$ cat src/sv/rba_ram.sv
module rba_ram #(
  parameter int WIDTH = 8,
  parameter int DEPTH = 16
) (
  input  logic                     clk,
  input  logic                     we,
  input  logic [$clog2(DEPTH)-1:0] waddr,
  input  logic [WIDTH-1:0]         wdata,
  input  logic [$clog2(DEPTH)-1:0] raddr,
  output logic [WIDTH-1:0]         rdata
);
  logic [WIDTH-1:0] mem [DEPTH];
  always_ff @(posedge clk) begin
    if (we) mem[waddr] <= wdata;
    rdata <= mem[raddr];
  end
endmodule

$ cat config.mk
export PLATFORM = sky130hd
export DESIGN_NAME = rba_ram
export DESIGN_NICKNAME = d
export VERILOG_FILES = /design/src/sv/rba_ram.sv
export SDC_FILE = /design/constraint.sdc
export NUM_CORES = 1
export LEC_CHECK = 0
export ABC_AREA = 1
export BUFFER_PORTS_ARGS = -buffer_cell sky130_fd_sc_hd__buf_2
export CAP_MARGIN = 20
export CORE_UTILIZATION = 35
export DETAILED_ROUTE_END_ITERATION = 7
export HOLD_SLACK_MARGIN = 0.03
export SYNTH_ARGS = -nofsm -noshare
export SYNTH_HDL_FRONTEND = slang
export SYNTH_SLANG_ARGS = --single-unit
$ cat constraint.sdc
create_clock -name clk -period 1.4 [get_ports clk]
set_input_delay 0.21 -clock clk [delete_from_list [all_inputs] [get_ports clk]]
set_output_delay 0.21 -clock clk [all_outputs]
set_load 0.02 [all_outputs]
; Yosys cells after proc, flatten, opt, wreduce, memory -nomap -nowiden
; Memory sizes are Yosys's and may differ from the RTL's. A register that Yosys moved wholly into a read port is not among the register bits.
; Index checks and enable logic that the tools add are counted.
[word_totals]
output_inout_bits = 8
memories = 1
elab_cells = 3
input_bits = 18
reg_bits = 0
ram_bits = 128
[mem_list]
columns = name, depth, width, read_ports, rd_ports_with_merged_regs, write_ports, line_no
row1 = mem, 16, 8, 1, 1, 1, 12  ; logic [WIDTH-1:0] mem [DEPTH];
[classes]
mux = 2
[op_table]
columns = operator, n
row1 = 1-bit two-way mux, 2

; Depth between registers and ports, before layout
[logic_depth]
ltp_word = 2
mapped_depth = 8

; Least setup slack after synthesis
; No wires, ideal clock.
[synth_path]
path_type = input to register
start = input port waddr[2]
end = memory mem[10][0], enable pin
cell_stages = 2
arrival_time_ns = 0.791
required_time_ns = 1.030
path_slack_ns = 0.239
setup_time_ns = 0.370
n_path_buf = 0
path_cell_list = nand3b_1 nor2_1
[synth_rtl]
columns = item, line_no
row1 = start: declaration, 7  ; input logic [$clog2(DEPTH)-1:0] waddr,
row2 = end: declaration, 12
; Straight into the memory's write port.

; Worst setup path after layout
[layout_path]
start = register rdata[0] (read register of mem)
end = output port rdata[0]
[layout_rtl]
columns = item, line_no
row1 = start: declaration, 10  ; output logic [WIDTH-1:0] rdata
; No word-level cell between the ends.

==> out/summary.log <==
qor: status.outcome complete, no violations
qor: detailed_routing.detail_route.drc_violations 0
qor: worst_setup_path.critical_path_peak_fanout 1
qor: floorplan.die_width 130.4 um
qor: placement.placer_congestion 0.8038
qor: detailed_routing.detail-route-antenna-nets 0
qor: hold_path.worst_hold_path.num_cells 1
qor: worst_setup_path.crit_slowest_cell dfxtp_1
qor: timing.fin_skew 0.01257 ns
qor: layout.drive_above_1_share 13.63%
qor: logic_synthesis.synth.net_count 569
qor: grt.first_pass_grt_wire_length 20,390 um
qor: logic_synthesis.yosys_warn_count 0
qor: layout.final_common_cell nand2_1
qor: timing.timing.setup.tns 0 ns
qor: floorplan.rows 46
qor: timing.maxClockFrequency 834.3 MHz
qor: timing.final_max_slew_viol_count 0
qor: detailed_routing.wire_per_inst 15.78 um
qor: power_and_ir_drop.vdd_ir_drop_max 1.021 mV
qor: logic_synthesis.main_combinational_cell_family_by_area_after_synthesis simple AND/OR/NAND/NOR gates
qor: detailed_routing.firstDrtPassIters 5
qor: power_and_ir_drop.leak_pwr 0.002956 uW
qor: worst_setup_path.crit_path_start rdata[0]$_DFF_P_
qor: grt.grt_max_degree 65
qor: timing.timing.final.setup_violations 0
qor: clocking.htreeDepth 4
qor: grt.antenna_found_initial 1
qor: timing.timing_worst_slew_pin_value 0.3915 ns
qor: worst_setup_path.timing.critical_path.from_type register
qor: timing.setup_repair_after_global_routing_missed_its_margin no
qor: detailed_routing.vias 3,825
qor: worst_setup_path.critical-path-max-stage-delay 0.39 ns
qor: clocking.clk_path_buf_depth 2
qor: logic_synthesis.synth_compound_area_share 0%
qor: clocking.worst_setup_hold_path_clk_slew 0.05 ns
qor: flow_run.drv_cap 0
qor: worst_setup_path.arrival 0.99 ns
qor: worst_setup_path.r2r.worst_path.cells 6
qor: detailed_routing.met3_length 777 um
qor: worst_setup_path.timing.reg2reg.setup_slack 0.34 ns
qor: worst_setup_path.timing.critical_path.buf_inv 1
qor: logic_synthesis.seq_area_frac_synth 69.43%
qor: logic_synthesis.synth.area.mux_share 0%
qor: clocking.cts.repair.resized 0
qor: layout.area_delta_synth_final 18.77%
qor: worst_setup_path.cp.depth 1
qor: timing.final_critical_path_required_period 1.199 ns
qor: timing.timing.final.hold_violations 0
qor: power_and_ir_drop.pwr_density_cell 1420 nW/um^2
qor: detailed_routing.detail_route.vias_per_cell 4.636
qor: floorplan.die_h 130.4 um
qor: layout.design.final.nets 615
qor: layout.antennaDiodeCount 0
qor: floorplan.floorplan.core_area 16,000 um^2
qor: detailed_routing.wl_met1 5437 um
qor: detailed_routing.routed-wl-met2 6565 um
qor: logic_synthesis.synthDistinctLibCells 12
qor: worst_setup_path.worstSetupEndpointType output pin
qor: logic_synthesis.synth.ff_latch_count 136
qor: placement.port_bufs 25
qor: worst_setup_path.crit_end rdata[0]
qor: hold_path.hold_path_class input pin to register
qor: worst_setup_path.cpLargestDelayFamily flip-flops
qor: grt.number_of_global_route_vias_before_repair 3,735
qor: detailed_routing.top_layer met4
qor: logic_synthesis.synth.avg_cell_area 10.47 um^2
qor: worst_setup_path.rr_endpoint rdata[7]$_DFF_P_
qor: worst_setup_path.ws_path_type register to output pin
qor: timing.maxSlewHeadroom 73.90%
qor: clocking.clock_latency 0.41 ns
qor: placement.dp_hpwl 8191 um
qor: logic_synthesis.post_synth_inst_count 551
qor: worst_setup_path.critPathRequiredTime 1.19 ns
qor: timing.layout_worst_path_cycle_share 85.62%
qor: clocking.cts_tree done
qor: floorplan.design.portCount 26
qor: timing.whs 0.2303 ns
qor: clocking.cts_bufs_inserted 17
qor: clocking.cts_setup_buffers 0
qor: grt.grt.total_usage 16.74%
qor: logic_synthesis.yosys.area_share.xor_xnor 0%
qor: clocking.sinks_on_clock_net 136
qor: floorplan.initial_core_util 36.04%
qor: worst_setup_path.rr_startpoint mem[1][7]$_DFFE_PP_
qor: clocking.root_buffer clkbuf_16
qor: logic_synthesis.post_synth_instance_area 5767 um^2
qor: logic_synthesis.simple_gate_area_share_of_the_yosys_netlist 21.05%
qor: layout.top_library_cells_by_usage_in_the_layout_fill_and_taps_aside nand2_1 (173), edfxtp_1 (128), inv_1 (100)
qor: clocking.postCtsHoldBufs 0
qor: detailed_routing.drt_wl_total 13,020 um
qor: grt.grt.overflow.total 0
qor: logic_synthesis.yosys.area_share.adder 0%
qor: floorplan.design.die.area 16,990 um^2
qor: worst_setup_path.critical_path.cell_chain buf_2
qor: detailed_routing.detailedRoute.firstIterationViolations 374
-- metrics by stage --
step                power (uW)  utilization (%)  instance area (um^2)  std cells  worst slack (ns)
floorplan                 5013                -                  5767        551            0.2392
global placement          5274            39.01                  6241        794            0.1225
detailed placement        5279            39.01                  6241        794            0.1190
CTS                       9799            42.81                  6849        825            0.2064
global route             10010            42.81                  6849        825            0.1575
finish                    9726            42.81                  6849        825            0.2013
-- layer usage --
layer  track usage, %  vias up
met1            21.00     1821
met5                0        -
met4            6.626        0
met2            27.97      127
li1                 -     1863
met3            3.936       14
-- cells by family (layout without fill, tap and decap cells) --
kind of cell	after synthesis	in the layout
buffers and inverters	126	184
flip-flops	136	136
AND/OR/NAND/NOR	289	289
-- flip-flops by register name (all words and copies together), names as in the netlist --
signal / count
mem: 128
rdata: 8
-- power breakdown --
group | total [uW] | leakage (uW) | internal [uW] | switching (uW)
Clock | 4540 | 0.000288 | 2950 | 1590
Sequential | 4590 | 0.00122 | 4550 | 33.3
Combinational | 604 | 0.00144 | 183 | 421
-- cells in the mapped netlist (all sizes together) --
cell type / count / share of area [%]
buf: 24 / 2.9
dfxtp: 8 / 2.8
edfxtp: 128 / 67
inv: 102 / 6.6
nand2: 173 / 11
nand3: 97 / 8.4
nand3b: 2 / 0.26
nor2: 17 / 1.1
-- area by class of cell --
cell class                 instances  area (um^2)
clock inverter                    14        182.7
sequential                       136         4004
tap                              216        270.3
clock buffer                      17        425.4
multi-input combinational        289         1214
inverter                         102        382.9
fill                            1559         9151
timing repair buffer              51        370.4
-- worst min-delay path by stage --
| stage | start | endpoint | slack (ns) |
|---|---|---|---|
| global placement | rdata[7]$_DFF_P_ | rdata[7] | 0.63 |
| CTS | wdata[5] | mem[6][5]$_DFFE_PP_ | 0.22 |
| finish | wdata[5] | mem[5][5]$_DFFE_PP_ | 0.23 |
| detailed placement | rdata[7]$_DFF_P_ | rdata[7] | 0.63 |
| global route | wdata[2] | mem[0][2]$_DFFE_PP_ | 0.23 |
| floorplan | wdata[0] | mem[0][0]$_DFFE_PP_ | 0.31 |
-- worst reg2reg max path, stage by stage, from the launching register on --
cell      delay, ns
edfxtp_1       0.36
inv_1          0.07
nand2_1        0.05
nand3_1        0.12
nand3_1        0.11
nand3_1        0.15
nand2_1        0.08
Power figures use the tool's default switching activity.
