===== config.mk =====
export PLATFORM = sky130hd
export DESIGN_NAME = rba_ctrl
export DESIGN_NICKNAME = d
export VERILOG_FILES = /design/src/sv/rba_pkg.sv /design/src/sv/rba_ctrl.sv
export SDC_FILE = /design/constraint.sdc
export NUM_CORES = 1
export LEC_CHECK = 0
export BUFFER_PORTS_ARGS = -buffer_cell sky130_fd_sc_hd__buf_2
export CORE_ASPECT_RATIO = 0.75
export CORE_MARGIN = 10
export CORE_UTILIZATION = 50
export DETAILED_ROUTE_END_ITERATION = 8
export HOLD_SLACK_MARGIN = 0.1
export PLACE_DENSITY = 0.76
export SLEW_MARGIN = 20
export SYNTH_ARGS = -nofsm -noshare
export SYNTH_HDL_FRONTEND = slang
export SYNTH_SLANG_ARGS = --single-unit

===== constraint.sdc =====
create_clock -name clk -period 7.5 [get_ports clk]
set_input_delay 0.75 -clock clk [delete_from_list [all_inputs] [get_ports clk]]
set_output_delay 0.75 -clock clk [all_outputs]
set_load 0.01 [all_outputs]

===== src/sv/rba_pkg.sv =====
package rba_pkg;
  localparam int MAX_ROWS_D    = 16;
  localparam int MAX_COLUMNS_D = 32;
  localparam int MAX_STATES_D  = 64;
  localparam int REWARD_W      = 16;
  localparam int PREFIX_W      = 21;
  localparam int BEST_W        = 25;
  localparam int COST_W        = 10;
  localparam int BUDGET_W      = 7;
  localparam int ROWCNT_W      = 5;
  localparam int COLCNT_W      = 6;
  localparam int CFG_W         = 7;
  localparam int CFG_IDX_W     = 2;
  localparam logic [CFG_IDX_W-1:0] REG_BUDGET  = 2'd0;
  localparam logic [CFG_IDX_W-1:0] REG_ROWS    = 2'd1;
  localparam logic [CFG_IDX_W-1:0] REG_COLUMNS = 2'd2;
endpackage


===== src/sv/rba_ctrl.sv =====
module rba_ctrl import rba_pkg::*; #(
  parameter int MAX_ROWS    = MAX_ROWS_D,
  parameter int MAX_COLUMNS = MAX_COLUMNS_D,
  parameter int MAX_STATES  = MAX_STATES_D,
  localparam int RW = (MAX_ROWS > 1) ? $clog2(MAX_ROWS) : 1,
  localparam int CW = (MAX_COLUMNS > 1) ? $clog2(MAX_COLUMNS) : 1,
  localparam int SW = (MAX_STATES > 1) ? $clog2(MAX_STATES) : 1,
  localparam int PD = MAX_ROWS * MAX_COLUMNS,
  localparam int PA = $clog2(PD) > 0 ? $clog2(PD) : 1,
  localparam int BA = SW + 1,
  localparam int CA = RW + SW
) (
  input  logic                clk,
  input  logic                rst_n,
  input  logic                cfg_we,
  input  logic [CFG_IDX_W-1:0] cfg_index,
  input  logic [CFG_W-1:0]    cfg_data,
  input  logic                in_tvalid,
  output logic                in_tready,
  input  logic [REWARD_W-1:0] in_reward,
  input  logic                in_last,
  output logic                out_tvalid,
  input  logic                out_tready,
  output logic [RW-1:0]       out_row,
  output logic [CW-1:0]       out_col,
  output logic [BEST_W-1:0]   out_best,
  output logic [COST_W-1:0]   out_cost,
  output logic                out_last,
  // prefix memory
  output logic                p_we,
  output logic [PA-1:0]       p_waddr,
  output logic [PREFIX_W-1:0] p_wdata,
  output logic [PA-1:0]       p_raddr,
  input  logic [PREFIX_W-1:0] p_rdata,
  // best memory
  output logic                b_we,
  output logic [BA-1:0]       b_waddr,
  output logic [BEST_W-1:0]   b_wdata,
  output logic [BA-1:0]       b_raddr,
  input  logic [BEST_W-1:0]   b_rdata,
  // choice memory
  output logic                c_we,
  output logic [CA-1:0]       c_waddr,
  output logic [CW-1:0]       c_wdata,
  output logic [CA-1:0]       c_raddr,
  input  logic [CW-1:0]       c_rdata
);
  typedef enum logic [3:0] {
    S_LOAD, S_SYNC, S_LRD, S_LWR, S_R0, S_RD, S_CMP, S_WR, S_BT0, S_BT1, S_OUT
  } st_t;

  st_t st_r;
  logic [BUDGET_W-1:0] budget_r;
  logic [ROWCNT_W-1:0] rowcnt_r;
  logic [COLCNT_W-1:0] colcnt_r;
  logic [RW:0]  lr_r, i_r;
  logic [CW:0]  lc_r, j_r;
  logic [PA-1:0] pos_r, walk_r;
  logic         sync_r;
  logic [SW:0]  b_r;
  logic [REWARD_W-1:0] rew_r;
  logic         lst_r;
  logic [BEST_W-1:0] bv_r, best_r;
  logic [CW-1:0] arg_r;
  logic [COST_W-1:0] cost_r;
  logic [SW:0]  bst_r;
  logic [CW-1:0] chosen_r [MAX_ROWS];
  logic [RW:0]  k_r;

  logic [RW:0] rows;
  logic [CW:0] cols;
  logic [SW:0] ns;
  logic [PA:0] cells;
  logic [BUDGET_W-1:0] half;
  always_comb begin
    rows = (rowcnt_r == '0) ? (RW+1)'(1) :
           (32'(rowcnt_r) > MAX_ROWS) ? (RW+1)'(MAX_ROWS) : (RW+1)'(rowcnt_r);
    cols = (colcnt_r == '0) ? (CW+1)'(1) :
           (32'(colcnt_r) > MAX_COLUMNS) ? (CW+1)'(MAX_COLUMNS) : (CW+1)'(colcnt_r);
    half = (budget_r >> 1) + BUDGET_W'(1);
    ns = (32'(half) > MAX_STATES) ? (SW+1)'(MAX_STATES) : (SW+1)'(half);
    cells = (PA+1)'(32'(rows) * 32'(cols));
  end

  logic [PA-1:0] prow_base;
  assign prow_base = PA'(32'(i_r) * MAX_COLUMNS);
  logic [PA-1:0] lbase;
  assign lbase = PA'(32'(lr_r) * MAX_COLUMNS);
  logic          ipar, ppar;
  assign ipar = i_r[0];
  assign ppar = ~i_r[0];
  logic [SW:0] bmj;
  assign bmj = b_r - (SW+1)'(j_r);
  logic [SW:0] c0;
  assign c0 = (32'(b_r) < 32'(cols)) ? b_r : (SW+1)'(cols - 1'b1);
  logic [BEST_W-1:0] cand;
  assign cand = b_rdata + BEST_W'(p_rdata);
  // S_CMP reads both memories, valid the cycle after request
  logic rd_first_r;

  assign in_tready = (st_r == S_LOAD) && !sync_r;
  assign out_tvalid = (st_r == S_OUT);
  assign out_row  = RW'(k_r);
  assign out_col  = chosen_r[RW'(k_r)];
  assign out_best = best_r;
  assign out_cost = cost_r;
  assign out_last = (k_r == rows - 1'b1);

  always_comb begin
    p_we = 1'b0; p_waddr = lbase + PA'(lc_r);
    p_wdata = PREFIX_W'(rew_r) + ((lc_r == '0) ? '0 : p_rdata);
    p_raddr = lbase + PA'(lc_r) - PA'(1);
    b_we = 1'b0; b_waddr = {ipar, SW'(b_r)}; b_wdata = bv_r;
    b_raddr = {ppar, SW'(bmj)};
    c_we = 1'b0; c_waddr = CA'(32'(i_r) * MAX_STATES + 32'(b_r)); c_wdata = arg_r;
    c_raddr = CA'(32'(i_r) * MAX_STATES + 32'(bst_r));
    unique case (st_r)
      S_LWR: p_we = 1'b1;
      S_R0: begin
        p_raddr = PA'(c0);
      end
      S_RD, S_CMP: p_raddr = prow_base + PA'(j_r);
      S_WR: begin
        b_we = 1'b1; c_we = 1'b1;
        if (i_r == '0) begin
          b_wdata = BEST_W'(p_rdata); c_wdata = CW'(c0);
        end
      end
      // final row's best sits in its own parity half
      S_BT0: b_raddr = {ipar, SW'(ns - 1'b1)};
      default: ;
    endcase
  end

  always_ff @(posedge clk) begin
    if (!rst_n) begin
      st_r <= S_LOAD;
      budget_r <= BUDGET_W'(126); rowcnt_r <= ROWCNT_W'(16); colcnt_r <= COLCNT_W'(32);
      lr_r <= '0; lc_r <= '0; pos_r <= '0; sync_r <= 1'b0; rd_first_r <= 1'b0;
    end else begin
      if (cfg_we) begin
        unique case (cfg_index)
          REG_BUDGET:  budget_r <= cfg_data[BUDGET_W-1:0];
          REG_ROWS:    rowcnt_r <= cfg_data[ROWCNT_W-1:0];
          REG_COLUMNS: colcnt_r <= cfg_data[COLCNT_W-1:0];
          default: ;
        endcase
      end
      sync_r <= cfg_we || (sync_r && st_r != S_LOAD);
      unique case (st_r)
        S_LOAD: begin
          if (sync_r) begin
            lr_r <= '0; lc_r <= '0; walk_r <= '0; st_r <= S_SYNC;
          end else if (in_tvalid) begin
            rew_r <= in_reward; lst_r <= in_last; st_r <= S_LRD;
          end
        end
        S_SYNC: begin
          // replay the linear load position onto row and column of the new geometry
          if (32'(pos_r) >= 32'(cells)) begin
            pos_r <= '0; st_r <= S_LOAD;
          end else if (walk_r == pos_r) begin
            st_r <= S_LOAD;
          end else begin
            walk_r <= walk_r + 1'b1;
            if (lc_r + 1'b1 >= cols) begin
              lc_r <= '0; lr_r <= lr_r + 1'b1;
            end else lc_r <= lc_r + 1'b1;
          end
        end
        S_LRD: st_r <= S_LWR;
        S_LWR: begin
          if (lst_r) begin
            lr_r <= '0; lc_r <= '0; pos_r <= '0;
            i_r <= '0; b_r <= '0; st_r <= S_R0;
          end else begin
            st_r <= S_LOAD;
            if (32'(pos_r) + 1 >= 32'(cells)) begin
              pos_r <= '0; lr_r <= '0; lc_r <= '0;
            end else begin
              pos_r <= pos_r + 1'b1;
              if (lc_r + 1'b1 >= cols) begin
                lc_r <= '0; lr_r <= lr_r + 1'b1;
              end else lc_r <= lc_r + 1'b1;
            end
          end
        end
        S_R0: st_r <= S_WR;
        S_RD: begin
          j_r <= j_r + 1'b1; rd_first_r <= 1'b1; st_r <= S_CMP;
          bv_r <= '0; arg_r <= '0;
        end
        S_CMP: begin
          // data of request j_r-1 available now
          if (rd_first_r || cand > bv_r) begin
            bv_r <= cand; arg_r <= CW'(j_r - 1'b1);
          end
          rd_first_r <= 1'b0;
          if (j_r < cols && (SW+1)'(j_r) <= b_r) j_r <= j_r + 1'b1;
          else st_r <= S_WR;
        end
        S_WR: begin
          if (b_r + 1'b1 < ns) begin
            b_r <= b_r + 1'b1;
            st_r <= (i_r == '0) ? S_R0 : S_RD; j_r <= '0;
          end else if (i_r + 1'b1 < rows) begin
            i_r <= i_r + 1'b1; b_r <= '0; j_r <= '0; st_r <= S_RD;
          end else begin
            bst_r <= ns - 1'b1; cost_r <= '0; st_r <= S_BT0;
          end
        end
        S_BT0: begin
          st_r <= S_BT1;
        end
        S_BT1: begin
          // best and choice reads issued in S_BT0 land now (best from the last row's parity half)
          chosen_r[RW'(i_r)] <= c_rdata;
          cost_r <= cost_r + COST_W'({c_rdata, 1'b0});
          bst_r <= bst_r - (SW+1)'(c_rdata);
          if (i_r == rows - 1'b1 && bst_r == ns - 1'b1) best_r <= b_rdata;
          if (i_r == '0) begin
            k_r <= '0; st_r <= S_OUT;
          end else begin
            i_r <= i_r - 1'b1; st_r <= S_BT0;
          end
        end
        S_OUT: begin
          if (out_tready) begin
            if (k_r == rows - 1'b1) st_r <= S_LOAD;
            k_r <= k_r + 1'b1;
          end
        end
        default: st_r <= S_LOAD;
      endcase
    end
  end
endmodule


After elaboration in Yosys (flattened, before gate mapping)
Memories as Yosys holds them, arrays and structs flattened. A register that Yosys moved wholly into a read port is not among the register bits.
Cells that the tools add are included.
{ "word_totals": {"mem_bits_rw": 80, "mem_bits_ro": 0, "output_inout_bits": 153, "latchBits": 0, "memories": 1, "register_bits": 165, "input_bits": 82} }
{ "classes": {"n_mux": 81, "n_lt_le_gt_ge": 12, "add_sub_neg": 25, "n_shift": 0, "mul": 1, "eq_ne": 34, "bitwise_logic": 2, "reduce_logical": 39, "div": 0} }
{ "memory_table": {"columns": ["name", "depth", "width", "read_ports", "rd_clocked_by_memory_dff", "wr", "line_no", "rtl"], "rows": [
  ["chosen_r", 16, 5, 1, 1, 1, "rba_ctrl.sv:67", "logic [CW-1:0] chosen_r [MAX_ROWS];"]
]} }
{ "ops": {"columns": ["operator", "n"], "rows": [
  ["5-bit two-way mux", 17],
  ["25-bit two-way mux", 3],
  ["6-bit two-way mux", 11],
  ["7-bit two-way mux", 8],
  ["9-bit two-way mux", 6],
  ["9-bit case mux with 2 select lines", 3],
  ["25-bit case mux with 2 select lines", 1],
  ["4-bit case mux with 11 select lines", 1],
  ["4-bit two-way mux", 10],
  ["6-bit case mux with 3 select lines", 2],
  ["5-bit case mux with 3 select lines", 2],
  ["7-bit case mux with 2 select lines", 2],
  ["2-bit != test, second input constant", 13],
  ["25-bit by 21-bit adder with 25-bit output", 1],
  ["25-bit greater-than comparator", 1],
  ["4-bit AND reduction", 6],
  ["16-bit by 21-bit adder with 21-bit output", 1],
  ["21-bit two-way mux", 1],
  ["10-bit by 7-bit adder with 10-bit output", 2],
  ["10-bit two-way mux", 2],
  ["10-bit case mux with 2 select lines", 1],
  ["5-bit case mux with 2 select lines", 2],
  ["9-bit by 1-bit adder with 9-bit output, second input constant", 2],
  ["9-bit by 6-bit adder with 9-bit output", 2],
  ["55 further kinds", 94]
]} }

Logic depth before layout (Yosys ltp)
Gate-level depths: netlist of run 1.
{ "depth": {"depth_word": 8, "mapped_depth": 24} }

Worst setup path before layout of run 1
OpenSTA, ideal clock, no wires.
{ "synth_timing": {"path_type": "register -> register", "start": "register colcnt_r[5]", "end": "register walk_r[0] (enable)", "t_arrival_ns": 5.858, "path_slack_ns": 1.242, "path_stages_with_launch": 23, "setup_ns": 0.399, "path_buffers": 2, "required_ns": 7.101, "path_cell_list": "dfxtp_1 > clkbuf_1 > inv_1 > clkbuf_1 > nand2_1 > nor2_1 > fa_1 > fa_1 > inv_1 > fa_1 > inv_1 > ha_1 > nor2b_1 > nor2_1 > xor2_1 > ha_1 > a2111oi_0 > o21ai_1 > a21o_1 > maj3_2 > a21oi_1 > mux2i_1 > nor4_1"} }
{ "synth_between": {"elab_chain_cells": 7, "word_cells_on_any_way": 8, "cone_classes": "mul: 1; order compare: 2; eq/ne: 1; mux: 2; reduce/logical: 2"} }
{ "synth_rtl": {"columns": ["item", "line_no", "rtl"], "rows": [
  ["start: declaration", "rba_ctrl.sv:55", "logic [COLCNT_W-1:0] colcnt_r;"],
  ["start signal: assignment", "rba_ctrl.sv:145", "REG_COLUMNS: colcnt_r <= cfg_data[COLCNT_W-1:0];"],
  ["6-bit greater-than comparator", "rba_ctrl.sv:79", "(32'(colcnt_r) > MAX_COLUMNS) ? (CW+1)'(MAX_COLUMNS) : (CW+1)'(colcnt_r);"],
  ["6-bit two-way mux", "rba_ctrl.sv:79", null],
  ["6-bit two-way mux *", "rba_ctrl.sv:78", "cols = (colcnt_r == '0) ? (CW+1)'(1) :"],
  ["5-bit by 6-bit multiplier with 10-bit output *", "rba_ctrl.sv:82", "cells = (PA+1)'(32'(rows) * 32'(cols));"],
  ["9-bit by 10-bit >= comparator with 1-bit output *", "rba_ctrl.sv:160", "if (32'(pos_r) >= 32'(cells)) begin"],
  ["2-bit != test (no source line) *", null, null],
  ["5-bit AND reduction (no source line) *", null, null],
  ["end signal: assignment", "rba_ctrl.sv:165", "walk_r <= walk_r + 1'b1;"],
  ["end: declaration", "rba_ctrl.sv:58", "logic [PA-1:0] pos_r, walk_r;"]
]} }
Every way passes the cells marked *; elsewhere a longest branch is shown, timed or not.
A chain may end at the register's enable or synchronous reset.

Worst setup path after layout of run 1
{ "layout_timing": {"start": "register colcnt_r[5]", "end": "register walk_r[7] (enable)"} }
Same word-level chain as after synthesis.

==> results.toml, run 1 <==
[outcome]
outcome = "complete, no violations"

[grt]
overflow = 0
grt_max_degree = 38
grt_pass1_vias = 13520
antenna_found_initial = 0
grt_first_pass_wirelength_microns = 77600
grtUsageTotal_pct = 22.4

[layout]
drive_gt1_share_pct = 19.9
post-route-cell-area_sq_um = 19700
post-route-util_pct = 58.1
mostFrequentLayoutCells = "buf_2, edfxtp_1, ha_1"
final_common_cell = "buf_2"
syn_to_final_growth_pct = 13.5
final_nets = 2157
antenna_cells = 0

[worst_setup_path]
max_stage_delay_ns = 0.55
critPathKind = "flop to flop"
start_kind = "flop"
end_kind = "flop"
crit_slowest_cell = "fa_1"
cp.buffers_inverters = 4
path_max_fanout = 14
cp_top_family = "adder cells"
required_ns = 7.78
crit_chain = "inv_1 > nand2_1 > nor2_1 > fa_1 > fa_1 > inv_1 > fa_1 > inv_1 > ha_1 > nor2b_1 > nor2_1 > xor2_1 > ha_1 > a2111oi_0 > o21ai_1 > a21o_1 > maj3_2 > a21oi_1 > mux2i_1 > nor4_1 > buf_4"
arrival_ns = 6.59

[place]
gp_congestion = 0.915
dpl-instance-area_sq_um = 18700
pre_cts_ws_ns = 1.31
hpwl_microns = 38100
port_buffers = 233

[floorplan]
dieArea_sq_um = 42600
row_count = 58
io_pins = 235
die_h_microns = 181
start_util_pct = 51.1
core_area_sq_um = 33900
die_w_microns = 235

[route]
ant_nets = 0
drc_errors = 0
dr.pass1.iters = 5
num_vias = 13839
drt_wl_total_microns = 49600
wire_per_inst_microns = 21.0
drt_iter0_drc = 1257
vias_per_cell = 5.86

[clock_tree]
cts.repair.resized = 0
cts_made_buffers = 28
clockBufferDepth = 3
clock_latency_ns = 0.58
ctsHoldBuffers = 0
cts_tree = "yes"
cts_setup_buffers = 0
cts_root_buf = "clkbuf_16"
cts_max_level = 1
path_clk_slew_ns = 0.07
cts_num_sinks = 246

[sta]
setup_viol = 0
slew_violations = 0
tightest_slew_ns = 1.02
hold_viol = 0
fin_skew_ns = 0.0124
fin_crit_ns = 6.31
rsz0062_at_grt = "no"
setup_ws_ns = 1.19
tns_ns = 0
period_share_pct = 84.2
slew_headroom_pct = 32.3
hold_ws_ns = 0.347
fmax_ghz = 0.158

[logic_synthesis]
synthArstFlopShare_pct = 0
synth_top_cells_by_area = "edfxtp_1, ha_1, dfxtp_1"
syn_area_sq_um = 17300
synth.avg_cell_area_sq_um = 10.2
yosysTopAreaCellShare_pct = 34.6
syn_nets = 1965
ys_seq_area_share_pct = 40.0
synth_ff_type = "edfxtp_1"
synth_cells = 1696
ys_warn_count = 0
synth_top_cell_by_area = "edfxtp_1"
synth_edf_count = 200
synth_seq_cells = 246
synth_cell_type_count = 87

[power]
p_leak_nw = 8.31
pwr_density_cell_nw_per_um2 = 182
peakVddDrop_uv = 158

[run]
maxCapViolCount = 0

[min_path]
hold_path_class = "input port to flop"
registers in the layout, summed over array words and instances, names as in the netlist, 9 cells and up, named ones only:
signal,count
chosen_r,80
out_best,25
pos_r,9
rew_r,16
bv_r,25
walk_r,9
out_cost,9
worst reg2reg max path, delay by kind of cell, from the launching register on:
kind            cells  cell delay, ns
xor+xnor            1            0.11
mux                 1            0.11
simple gates        5            1.10
fa+ha+maj           6            2.50
compound gates      4            1.11
buf+inv             4            0.72
flops               1            0.38
stage by stage:
step,power [mW],std cells
detailed placement,2.20,2308
CTS,3.59,2360
finish,3.58,2360
floorplan,1.99,1696
global route,3.72,2360
global placement,2.18,2308
path summary, 6_finish.rpt:
path,from,to,slack (ns),cells past startpoint
max,colcnt_r[5]$_SDFFE_PN1P_,walk_r[7]$_SDFFCE_PN0P_,1.19,21
min reg2reg,rd_first_r$_SDFFE_PN0N_,rd_first_r$_SDFFE_PN0N_,0.51,2
max reg2reg,colcnt_r[5]$_SDFFE_PN1P_,walk_r[7]$_SDFFCE_PN0P_,1.19,21
min,in_reward[12],rew_r[12]$_DFFE_PP_,0.35,1
synthesized netlist by cell type (5+ instances only):
| cell | n |
|---|---|
| a2111oi_0 | 5 |
| a211oi_1 | 13 |
| a21o_1 | 17 |
| a21oi_1 | 71 |
| a31oi_1 | 12 |
| and2_1 | 47 |
| and3_1 | 21 |
| buf_1 | 7 |
| buf_2 | 5 |
| buf_4 | 30 |
| clkbuf_1 | 38 |
| dfxtp_1 | 46 |
| edfxtp_1 | 200 |
| fa_1 | 16 |
| ha_1 | 171 |
| inv_1 | 104 |
| mux2_2 | 24 |
| mux2i_1 | 34 |
| mux4_2 | 25 |
| nand2_1 | 121 |
| nand2b_1 | 18 |
| nand3_1 | 59 |
| nand3b_1 | 5 |
| nand4_1 | 16 |
| nor2_1 | 160 |
| nor2b_1 | 25 |
| nor3_1 | 51 |
| nor4_1 | 7 |
| o21a_1 | 13 |
| o21ai_0 | 64 |
| o21ai_1 | 21 |
| o31ai_1 | 7 |
| or2_2 | 7 |
| xnor2_1 | 90 |
| xor2_1 | 46 |
routing by layer:
layer	vias up	track usage, %	share of wire [%]
met5	-	0	0
met4	0	5.59	2.2
met3	81	3.97	7.5
met2	573	35.6	46
met1	6675	30.9	44
li1	6510	-	-
cell type report:
cell class / count / area [sq um]
clock buffers: 30 / 718
flip-flops and latches: 246 / 6930
fillers: 2850 / 14200
inverters: 106 / 398
clock inverters: 22 / 208
multi-input cells: 1264 / 9630
well taps: 450 / 563
repair buffers: 242 / 1230
cells by family after synthesis:
| kind of cell | count (synthesis) | share of synthesized area, % |
|---|---|---|
| buf+inv | 186 | 4.71 |
| flops | 246 | 40.0 |
| mux | 83 | 6.77 |
| compound gates | 295 | 11.6 |
| other cells | 1 | 0.0216 |
| simple gates | 559 | 15.6 |
| fa+ha+maj | 188 | 14.3 |
| xor+xnor | 138 | 7.10 |
power by group:
group	switching, mW	internal [mW]
clock network	0.617	0.775
logic	0.406	0.253
registers	0.0275	1.50
total	1.05	2.53
Power figures use the tool's default switching activity.
==> run 2: changes to the inputs <==
clock period = 6.25 ns   (was 7.5 ns; I/O delays follow)
==> run 2 against run 1 <==
Core utilization is 0.17 points higher. Die area stayed put. Global-route usage hardly changed. Combinational power is 20% higher. Critical path type unchanged. Largest cell class unchanged. Largest power group unchanged. Highest routed layer unchanged.
==> results.toml, run 2 (synthesis results as in run 1) <==
[outcome]
outcome = "complete, no violations"

[layout]
drive_gt1_share_pct = 20.5
syn_to_final_growth_pct = 13.8
fillers = 2811
top_register = "chosen_r"
mostFrequentLayoutCells = "buf_2, edfxtp_1, ha_1"
post-route-cell-area_sq_um = 19700
area.sequential_sq_um = 6930
final_nets = 2165
largest_reg_flops = 80
final_common_cell = "buf_2"
antenna_cells = 0
multi_input_area_sq_um = 9660
instances_no_fill = 2366

[route]
drt_wl_total_microns = 49900
wire_per_inst_microns = 21.1
dr.pass1.iters = 6
vias_per_cell = 5.89
ant_nets = 0
num_vias = 13937
drt_iter0_drc = 1289
drc_errors = 0

[floorplan]
io_pins = 235
dieArea_sq_um = 42600
core_area_sq_um = 33900
die_w_microns = 235
die_h_microns = 181
row_count = 58
start_util_pct = 51.1

[power]
switchingPower_mw = 1.22
seq_power_share_pct = 43.2
pwr-share-clk_pct = 38.0
internal_power_mw = 3.02
combPwrFrac_pct = 18.7
switching_share_pct = 28.7
pwr_density_cell_nw_per_um2 = 215
power_mw = 4.24
p_leak_nw = 8.32
peakVddDrop_uv = 190

[worst_setup_path]
rr_startpoint = "colcnt_r[5]$_SDFFE_PN1P_"
end_kind = "flop"
critPathKind = "flop to flop"
start_kind = "flop"
timing.rr.end = "walk_r[4]$_SDFFCE_PN0P_"
reg2reg_depth = 23
path_max_fanout = 11
arrival_ns = 6.19
required_ns = 6.51
r2r_setup_slack_ns = 0.32

[clock_tree]
cts_tree = "yes"
clockBufferDepth = 3
cts_max_level = 1
clock_latency_ns = 0.55
cts_made_buffers = 26
cts_root_buf = "clkbuf_16"
cts_num_sinks = 246
ctsHoldBuffers = 0
path_clk_slew_ns = 0.07

[min_path]
hold_depth = 1
hp-start = "in_reward[0]"
min_to = "rew_r[0]$_DFFE_PP_"
hold_path_class = "input port to flop"

[sta]
slew_violations = 0
hold_viol = 0
slew_headroom_pct = 26.5
period_share_pct = 94.9
fin_skew_ns = 0.0128
tightest_slew_ns = 1.10
setup_viol = 0
rsz0062_at_grt = "no"
tns_ns = 0
hold_ws_ns = 0.248
fin_crit_ns = 5.93
fmax_ghz = 0.169

[place]
post-place-cells = 2313
dpl-instance-area_sq_um = 18800
port_buffers = 233
hpwl_microns = 38200
gp_congestion = 0.908

[grt]
grt_max_degree = 38
grtUsageTotal_pct = 22.3
overflow = 0
grt_first_pass_wirelength_microns = 77300
antenna_found_initial = 0
grt_pass1_vias = 13478

[run]
maxCapViolCount = 0
==> run 2: cell types whose count changed in the layout (fill, tap and decap cells not counted), moves of 2 or more <==
cell	before	now
clkinvlp_4	1	5
a21oi_2	1	3
clkinv_4	5	1
buf_4	9	19
a21oi_1	71	69
==> run 2: cell type report <==
cell class / instances / share of cell area (%)
clock inverter: 21 / 1.02
timing repair buffer: 252 / 6.63
inverter: 106 / 2.04
tap: 450 / 2.85
clock buffer: 27 / 3.42
sequential: 246 / 35.1
multi-input combinational: 1264 / 48.9
==> run 2: how the worst max path moves through the flow <==
stage	start	endpoint	slack [ns]	cells after the start
floorplan	colcnt_r[5]$_SDFFE_PN1P_	walk_r[0]$_SDFFCE_PN0P_	0.36	22
global placement	colcnt_r[1]$_SDFFE_PN0P_	walk_r[2]$_SDFFCE_PN0P_	0.42	22
detailed placement	colcnt_r[1]$_SDFFE_PN0P_	walk_r[4]$_SDFFCE_PN0P_	0.22	22
CTS	colcnt_r[1]$_SDFFE_PN0P_	walk_r[4]$_SDFFCE_PN0P_	0.15	22
global route	colcnt_r[5]$_SDFFE_PN1P_	walk_r[3]$_SDFFCE_PN0P_	0.01	23
finish	colcnt_r[5]$_SDFFE_PN1P_	walk_r[4]$_SDFFCE_PN0P_	0.32	23
==> run 2: critical path, stage by stage (launching register included) <==
cell and delay [ns]:
dfxtp_1 0.54, clkinvlp_4 0.32, nand2_1 0.17, nor2_1 0.07, fa_1 0.51, fa_1 0.54
inv_1 0.05, fa_1 0.53, inv_1 0.04, ha_1 0.35, a21o_1 0.18, nand2_1 0.07
o21ai_1 0.09, nor2_1 0.12, xor2_1 0.25, ha_1 0.28, o21ai_0 0.07, a21oi_1 0.06
a21o_1 0.18, maj3_2 0.38, a21oi_2 0.18, mux2i_1 0.11, nor4_2 0.32, buf_4 0.22
==> run 2: timing repair <==
item / CTS / global route
buffers inserted: 0 / 4
gates resized for setup: 0 / 10
setup endpoints to repair: 0 / 13
==> run 2: power groups by stage <==
| stage | combinational [mW] | clock [mW] | sequential [mW] |
|---|---|---|---|
| 3_3_place_gp | 0.755 | 0 | 1.86 |
| 4_1_cts | 0.782 | 1.63 | 1.83 |
| 5_1_grt | 0.876 | 1.70 | 1.83 |
| 6_report | 0.794 | 1.61 | 1.83 |
| 2_1_floorplan | 0.542 | 0 | 1.85 |
| 3_5_place_dp | 0.775 | 0 | 1.87 |
==> run 2: per-layer routing <==
| layer | part of all wire, % | up-vias | track usage (%) | routed length [microns] |
|---|---|---|---|---|
| met5 | 0 | - | 0 | 0 |
| met4 | 2.1 | 0 | 5.33 | 1030 |
| met3 | 8.1 | 81 | 3.97 | 4030 |
| met2 | 46 | 628 | 35.2 | 22800 |
| met1 | 44 | 6708 | 31.3 | 22000 |
| li1 | - | 6520 | - | - |
==> run 2: metrics by stage <==
stage | util, % | worst slack (ns)
2_1_floorplan | - | 0.360
3_3_place_gp | 55.4 | 0.421
3_5_place_dp | 55.4 | 0.218
4_1_cts | 58.0 | 0.153
5_1_grt | 58.2 | 0.00961
6_report | 58.2 | 0.320
